`src/design/ljpf_mul.sv`:
```
`timescale 1ns / 1ps

module ljpf_mul #(
  parameter int AW = 32,
  parameter int BW = 32
) (
  input  logic            clk,
  input  logic [AW-1:0]   a,
  input  logic [BW-1:0]   b,
  output logic [AW+BW-1:0] p
);

  localparam int NA = (AW + 31) / 32;
  localparam int NB = (BW + 31) / 32;
  localparam int PW = 32 * (NA + NB);

  logic [32*NA-1:0] a_ext;
  logic [32*NB-1:0] b_ext;
  logic [63:0]      pp_r [NA*NB];
  logic [PW-1:0]    sum_nxt;
  logic [PW-1:0]    sum_r;

  assign a_ext = (32*NA)'(a);
  assign b_ext = (32*NB)'(b);

  // stage one: 32 by 32 partial products
  always_ff @(posedge clk) begin
    for (int ia = 0; ia < NA; ia++) begin
      for (int ib = 0; ib < NB; ib++) begin
        pp_r[ia*NB+ib] <= 64'(a_ext[ia*32 +: 32]) * 64'(b_ext[ib*32 +: 32]);
      end
    end
  end

  // stage two: shifted sum of the partial products
  always_comb begin
    sum_nxt = '0;
    for (int ia = 0; ia < NA; ia++) begin
      for (int ib = 0; ib < NB; ib++) begin
        sum_nxt = sum_nxt + (PW'(pp_r[ia*NB+ib]) << (32 * (ia + ib)));
      end
    end
  end

  always_ff @(posedge clk) begin
    sum_r <= sum_nxt;
  end

  assign p = sum_r[AW+BW-1:0];

endmodule

```
`config.mk`:
```
export PLATFORM = sky130hd
export DESIGN_NAME = ljpf_mul
export DESIGN_NICKNAME = d
export VERILOG_FILES = /design/src/design/ljpf_mul.sv
export SDC_FILE = /design/constraint.sdc
export NUM_CORES = 2
export LEC_CHECK = 0
export ABC_CLOCK_PERIOD_IN_PS = 10100
export BUFFER_PORTS_ARGS = -buffer_cell sky130_fd_sc_hd__clkbuf_2
export CELL_PAD_IN_SITES_DETAIL_PLACEMENT = 1
export CELL_PAD_IN_SITES_GLOBAL_PLACEMENT = 2
export CORE_MARGIN = 10
export CORE_UTILIZATION = 30
export CTS_CLUSTER_DIAMETER = 200
export DETAILED_ROUTE_END_ITERATION = 10
export HOLD_SLACK_MARGIN = 0.1
export PLACE_DENSITY = 0.73
export SLEW_MARGIN = 20
export SYNTH_ARGS = -nofsm -noshare
export SYNTH_HDL_FRONTEND = slang
export SYNTH_SLANG_ARGS = --single-unit
```
`constraint.sdc`:
```
create_clock -name clk -period 10.1 [get_ports clk]
set_clock_uncertainty 0.1 [all_clocks]
set_input_delay 2.02 -clock clk [delete_from_list [all_inputs] [get_ports clk]]
set_output_delay 2.02 -clock clk [all_outputs]
set_load 0.03 [all_outputs]
```
==> impl_results.md <==
* Run status: finished, final reports clean
* Nature of the critical path endpoint: flop
* FF-to-FF Start: pp_r[0][56]$_DFF_P_
* Origin of the worst setup path: a[18]
* Post-Synthesis Cell Area at 0.0358 mm²
* Yosys top cell area share at 0.501
* IO Pins at approximately 130
* Die Ht at between 300 and 400 µm
* Clock-pin slew of the registers on the worst-case setup and hold paths at 70 ps
* Postcts setup bufs at 0
* Remaining Overflow, GRT at 0
* Count leader, synth: fa_1
* Layout cells sized above 1 at 0.0937
* Worst-skew pair later-pin latency at ~520 ps
* Type of the worst min-delay path: flop to flop
* Post-CTS Resized at 0
* Setup Total Neg Slack at 0 ps
* Hold slack at 220 ps
* RSZ-0062 raised after global routing: no
* Mapped Nets at 5015
* Final Cycle Share at 0.950
* Storage element area at 0.00256 mm²
* Final WL at between 100000 and 150000 µm
* CP Data Arrival Time at 9930 ps
* Slew @ Worst Pin at between 800 and 900 ps
* Clock sinks at around 130
* Number of hold buffers added after cts at 0
* Ys async rst share at 0
* EDFF count, synth at 0
* Multi-input logic area at around 0.029 mm²
* Initial core utilization at 0.303
* Avg Inst Size Synth at around 9.4 µm²
* Cell taking the most area after synthesis: fa_1
* Startpoint Class: primary input
* Global-route wire length before repair at around 170000 µm
* Drt drc at 0
* Delay-heaviest family, CP: adder cells
* FMAX at 0.104 GHz
* Clk buf depth at 2
* ANT cells at 0
* Syn Inst Count at 3791
* Area contributors post-synth: fa_1 (50%), and2_1 (10%), ha_1 (9.2%)
* Initial antenna violation count at 5
* Gr usage total at 0.165
* Final setup vio count at 0
* Worst slew margin at 0.440
* Vias per cell at approximately 4.6
* Worst Min Path Start: pp_r[0][41]$_DFF_P_
* WS Path Type: primary input to flop
* Remaining antenna violation count at 0
* Routability cong. at approximately 0.91
* Critical path's slowest cell: fa_1
* Non-Filler Instances at 5462
* Num CTS Buffers at 17
* Core Rows at roughly 130
* DR iter-0 viols at approximately 870
* Synthesis-stage register bit count at approximately 130
* Fill count at around 14000
* TritonRoute pass-1 iters at 5
* Max Fanout on Critical Path at 17
* Hpwl dp at about 92000 µm
* Most frequent cell on the critical path: fa_1
* Core area at approximately 0.12 mm²
* Clk root buf: clkbuf_16
* Critical Path RT at between 10000 and 15000 ps
* Die width at 366 µm
* Vias in the first global route at 29140
* Largest net degree at the start of global routing at 30
* Synth top cells by count: fa_1 (896), inv_1 (861), and2_1 (599), nand2_1 (473), ha_1 (263)
* Max_cap viols at 0
* Tmin final at approximately 9600 ps
* Netlist cell types at around 70
* Port Buffers at 128
* Fin util at 0.335
* Ys flop type: dfxtp_1
* Area growth, synth to finish at 10.7%
* Placed cells at 5430
* NumNets Final at 5137
* CP max stage delay at 610 ps
* Wirelength per Cell at 19.3 µm
* H-tree levels at 4
* Worst path buffer plus inverter count at 7
* Register area share after synthesis at 0.0715
* Yosys warnings at 0
* Vias at 24968
* Die area at 0.134 mm²
* Final hold violation count at 0
* CTS tree: done
* Max Transition Viols Final at 0
## final timing paths
kind                    endpoint  slack, ps  depth (start not counted)
max          pp_r[0][61]$_DFF_P_        500                         26
min reg2reg        p[41]$_DFF_P_        220                          0
min                p[41]$_DFF_P_        220                          0
max reg2reg        p[56]$_DFF_P_       9570                          0
## cells by family after synthesis
kind of cell,after synthesis,share of synthesized area
compound gates,202,0.0371
xor+xnor,62,0.0152
fa+ha+maj,1159,0.593
buf+inv,1075,0.115
flops,128,0.0715
mux,1,0.000279
simple gates,1164,0.168
## cells in the final DEF, fill, tap and decap left out, drive strengths merged, types with 2 or more instances in the layout
cell | synthesis | final
fa | 896 | 896
inv | 861 | 870
and2 | 601 | 601
nand2 | 473 | 473
ha | 263 | 263
buf | 5 | 189
clkbuf | 207 | 146
dfxtp | 128 | 128
a21oi | 66 | 66
o21ai | 40 | 40
xnor2 | 35 | 35
a21o | 34 | 34
nor2 | 31 | 31
xor2 | 27 | 27
nand4 | 18 | 18
a31oi | 16 | 16
nand3 | 11 | 11
o21bai | 9 | 9
and3 | 9 | 9
nor3 | 7 | 7
a211oi | 5 | 5
o21a | 5 | 5
nor2b | 3 | 3
nand2b | 3 | 3
a211o | 3 | 3
o31ai | 3 | 3
clkinv | 0 | 3
a221oi | 2 | 2
bufinv | 0 | 2
a41oi | 2 | 2
o41ai | 2 | 2
## cell type report
class,count,area share
multi-input cells,2588,0.735
inverters,861,0.0815
flip-flops and latches,128,0.0646
repair buffers,317,0.0554
well taps,1536,0.0485
clock buffers,18,0.0111
clock inverters,14,0.00420
## metrics by stage
| step | instance area (µm²) | setup WS (ps) |
|---|---|---|
| floorplan | 35800 | 798 |
| finish | 39700 | 501 |
| detailed placement | 39000 | -40.0 |
| global placement | 39000 | -43.5 |
| global route | 39700 | 96.5 |
| CTS | 39700 | 472 |
## routing by layer
layer  global-route usage  wire length (µm)  vias to the layer above  part of all wire
li1                     -                 -                    11196                 -
met1                0.205             44900                    13339              0.43
met2                0.298             54800                      322              0.52
met3               0.0194              2750                      107             0.026
met4               0.0480              2740                        4             0.026
met5                    0                24                        -           0.00023
## sequential cells by signal, summed over array words and instances, names as in the netlist
name / cells
p: 64
pp_r: 64
Power is left out: the tool's default activity adds up to more than one toggle a clock period on the data nets, which glitch-free logic cannot reach.
