<file path="src/design/ljpf_isqrt.sv">
`timescale 1ns / 1ps

module ljpf_isqrt #(
  parameter int W = 48
) (
  input  logic           clk,
  input  logic [W-1:0]   din,
  output logic [W/2-1:0] root
);

  localparam int RW = W / 2;

  // digit by digit square root, one result bit per stage
  logic [W-1:0] v_p [RW];
  logic [W-1:0] r_p [RW];
  logic [W-1:0] v_r [RW];
  logic [W-1:0] r_r [RW];

  assign v_p[0] = din;
  assign r_p[0] = '0;

  for (genvar j = 1; j < RW; j++) begin : g_link
    assign v_p[j] = v_r[j-1];
    assign r_p[j] = r_r[j-1];
  end

  for (genvar j = 0; j < RW; j++) begin : g_stage
    logic [W:0] bitv;
    logic [W:0] sum;
    logic       ge;

    assign bitv = (W+1)'(1) << (2 * (RW - 1 - j));
    assign sum  = {1'b0, r_p[j]} + bitv;
    assign ge   = {1'b0, v_p[j]} >= sum;

    always_ff @(posedge clk) begin
      v_r[j] <= ge ? W'({1'b0, v_p[j]} - sum) : v_p[j];
      r_r[j] <= ge ? W'((r_p[j] >> 1) + bitv[W-1:0]) : (r_p[j] >> 1);
    end
  end

  assign root = r_r[RW-1][RW-1:0];

endmodule

</file>
<file path="config.mk">
export PLATFORM = sky130hd
export DESIGN_NAME = ljpf_isqrt
export DESIGN_NICKNAME = d
export VERILOG_FILES = /design/src/design/ljpf_isqrt.sv
export SDC_FILE = /design/constraint.sdc
export NUM_CORES = 2
export LEC_CHECK = 0
export ABC_CLOCK_PERIOD_IN_PS = 3550
export BUFFER_PORTS_ARGS = -buffer_cell sky130_fd_sc_hd__buf_2
export CORE_ASPECT_RATIO = 0.7
export CORE_MARGIN = 5
export CORE_UTILIZATION = 54
export CTS_CLUSTER_DIAMETER = 30
export DETAILED_ROUTE_END_ITERATION = 10
export GPL_ROUTABILITY_DRIVEN = 0
export HOLD_SLACK_MARGIN = 0.03
export PLACE_DENSITY = 0.82
export SLEW_MARGIN = 20
export SYNTH_ARGS = -nofsm -noshare
export SYNTH_HDL_FRONTEND = slang
export SYNTH_SLANG_ARGS = --single-unit
</file>
<file path="constraint.sdc">
create_clock -name clk -period 3.55 [get_ports clk]
set_input_delay 0.355 -clock clk [delete_from_list [all_inputs] [get_ports clk]]
set_output_delay 0.355 -clock clk [all_outputs]
set_load 0.005 [all_outputs]
</file>
==> metrics.md <==
| Metric | Value |
|---|---|
| Status | finished clean |
| Most frequent cells in the layout | dfxtp_1, inv_1, nand2_1, ha_1, nor2_1 |
| Leakage | 27.85 nW |
| Compound-gate portion of the synthesized area | 11.54% |
| Synth cell types | 80 |
| Crit-path cells | inv_1 -> ha_1 -> nand3_1 -> or4_1 -> o41ai_1 -> nor2_1 -> and4_1 -> inv_1 -> nand4_1 -> nor4_1 -> xor2_1 |
| First-pass GRT wire length | 223.7 mm |
| DRC viols | 0 |
| Worst R2R Start | r_r[2][165]$_DFF_P_ |
| Worst Hold Depth | 2 |
| Max_slew headroom | 30.17% |
| # IOs | 73 |
| Die Span X | 385.4 um |
| Critical Path Start Type | register |
| CP Max Fanout | 7 |
| Slowest stage delay, CP | 0.59 ns |
| Min Clock Period, post-route | 3.438 ns |
| CTS root buf | clkbuf_16 |
| Least-Margin Pin Slew | 1.021 ns |
| WL/cell | 20.44 um |
| MaxCap Viol Count | 0 |
| Initial Utilization | 54.40% |
| Max Root-Sink Buffers | 3 |
| CTS tree | done |
| Pre-CTS WS | 0.1209 ns |
| Top delay family on crit path | simple AND/OR/NAND/NOR gates |
| Routed WL | 143.3 mm |
| Post-Route Setup TNS | 0 ns |
| First-pass DRT Iterations | 9 |
| Layout cells sized above 1 | 8.512% |
| # clock sinks | 1,404 |
| DRT antenna net count | 0 |
| Syn Nets | 5,691 |
| Fmax | 290.9 MHz |
| Largest net degree at the start of global routing | 45 |
| Worst Setup End Kind | register |
| Commonest non-fill, non-tap cell in the layout | dfxtp_1 |
| Syn Inst Count | 5,320 |
| Hold path start | din[40] |
| Mux cell area share after synthesis | 1.041% |
| # port buffers | 72 |
| Post-Synth Adder-Cell Area | 7.565% |
| Multi-input gate area | 23,380 sq um |
| Num CTS Buffers | 157 |
| Sequential cell area | 28,110 sq um |
| Hold EP | v_r[0][40]$_DFF_P_ |
| Layout net count | 5,924 |
| Area grow syn2layout | 15.31% |
| Total grt overflow | 0 |
| Async SR Flop Fraction | 0% |
| GRT Util Overall | 26.61% |
| RSZ-0062 raised after global routing | false |
| Reg2reg path depth | 11 |
| Clock slew at reported path FFs | 0.07 ns |
| Count of final setup violators | 0 |
| Yosys warns | 0 |
| Worst skew pair latency | 0.79 ns |
| Syn Std Cell Area | 53,260 sq um |
| Slowest CP cell | or4_1 |
| Tcrit/Tclk final | 96.85% |
| Placed cells | 6,665 |
| Fillcell total | 7,115 |
| Row count | 96 |
| Crit path buffers/inverters | 2 |
| Largest family of logic cells by synthesized area | simple AND/OR/NAND/NOR gates |
| R2R Path End | v_r[2][238]$_DFF_P_ |
| Simple-gate share of the synthesized area | 15.96% |
| Min-delay worst type | input pin to register |
| Die ar. | 105,100 sq um |
| Total core area | 97,890 sq um |
| Synth Register Bits | 1,404 |
| PnR worst setup slack | 0.1119 ns |
| Die Height | 272.8 um |
| Post-synth EDFFs | 0 |
| Vias in the first global route | 39,700 |
| Pwr dens | 883.3 nW/um^2 |
| Most common flop cell mapped by yosys | dfxtp_1 |
| XOR/XNOR Fraction of Synth Area | 7.713% |
| Vias | 41,580 |
| Endpoints failing hold | 0 |
| CP required | 4.24 ns |
| DR vias/cell | 5.931 |
| Tot Pwr | 0.05424 W |
| Avg Cell Area, Syn | 10.01 sq um |
| Non-filler instance count after layout | 7,011 |
| Peak VDD IR | 490.1 uV |
| Final Max Tran Viols | 0 |
| Sequential element share of the synthesized area | 52.77% |
| CP dominant cell by count | inv_1 |
| Critical Path AT | 4.13 ns |
| Antenna violations before repair | 11 |
| R2r setup slk | 0.11 ns |
| Crit Path Category | register to register |
| Drt initial violations | 5,137 |
| Post-DP HPWL | 96.85 mm |
| Layout Skew | 0.05790 ns |
| H-tree levels | 4 |
## per-stage QoR
step | hold slack (ns) | utilization [%] | instance area, sq um
2_1_floorplan | 0.3224 | - | 53260
3_3_place_gp | 0.3335 | 56.49 | 55300
3_5_place_dp | 0.3356 | 56.49 | 55300
4_1_cts | 0.1881 | 62.68 | 61360
5_1_grt | 0.2217 | 62.73 | 61410
6_report | 0.2334 | 62.73 | 61410
## state kept, by name, summed over array words and instances (netlist names)
register and count:
v_r 1104, r_r 300
## how the worst max path moves through the flow
stage                             start                  end  slack [ns]  cells past startpoint
detailed placement   r_r[2][60]$_DFF_P_  v_r[2][136]$_DFF_P_        0.12                     11
global placement     r_r[2][60]$_DFF_P_  v_r[2][136]$_DFF_P_        0.30                     11
CTS                  r_r[2][60]$_DFF_P_  v_r[2][136]$_DFF_P_        0.05                     11
finish              r_r[2][165]$_DFF_P_  v_r[2][238]$_DFF_P_        0.11                     11
floorplan           v_r[2][130]$_DFF_P_  v_r[2][188]$_DFF_P_        0.51                      8
global route         r_r[2][22]$_DFF_P_   v_r[2][64]$_DFF_P_       0.003                     11
## per-layer routing
metal,routed length (um),GRT usage [%],up-vias
li1,-,-,19150
met3,15420,5.727,449
met2,57940,37.93,2511
met4,4794,9.248,10
met1,65070,39.74,19460
met5,61,0,-
## area by class of cell
type / count / share of cell area (%)
diodes: 2 / 0.008150
flip-flops and latches: 1404 / 45.77
repair inverters: 2 / 0.02445
inverters: 376 / 2.304
repair buffers: 173 / 2.062
well taps: 1323 / 2.695
clock buffers: 183 / 6.752
clock inverters: 109 / 2.317
multi-input cells: 3439 / 38.07
## report_power, final
part | internal (W) | total (W) | switching (W)
sequential | 0.0195 | 0.0232 | 0.00372
combinational | 0.00604 | 0.0141 | 0.00810
clock | 0.00958 | 0.0169 | 0.00730
total | 0.0351 | 0.0542 | 0.0191
## cells in the mapped netlist (all sizes together) (81+ instances only)
library cell  number  area, sq um
inv              376         1411
a21o             109        818.3
nand4             81        513.0
a21oi            289         1446
nand3             98        490.5
xor2             223         1953
o21ai            276         1381
nand2            361         1355
xnor2            246         2155
nor3             163        815.8
nor4             182         1139
ha               322         4029
dfxtp           1404        28110
nor2             297         1115
## kinds of logic after synthesis
logic type | count (synthesis)
AO/OA/AOI/OAI | 987
AND/OR/NAND/NOR | 1610
XOR/XNOR | 469
multiplexers | 51
buffers and inverters | 477
flip-flops | 1404
adder cells (fa/ha/maj) | 322
## repair_timing
| action | in CTS | in global routing |
|---|---|---|
| hold buffers | 49 | 0 |
| gates resized for setup | 0 | 7 |
| setup buffers | 0 | 1 |
| setup endpoints to repair | 0 | 20 |
| hold endpoints to repair | 49 | 0 |
No activity file was read; power rests on OpenSTA's default activity.
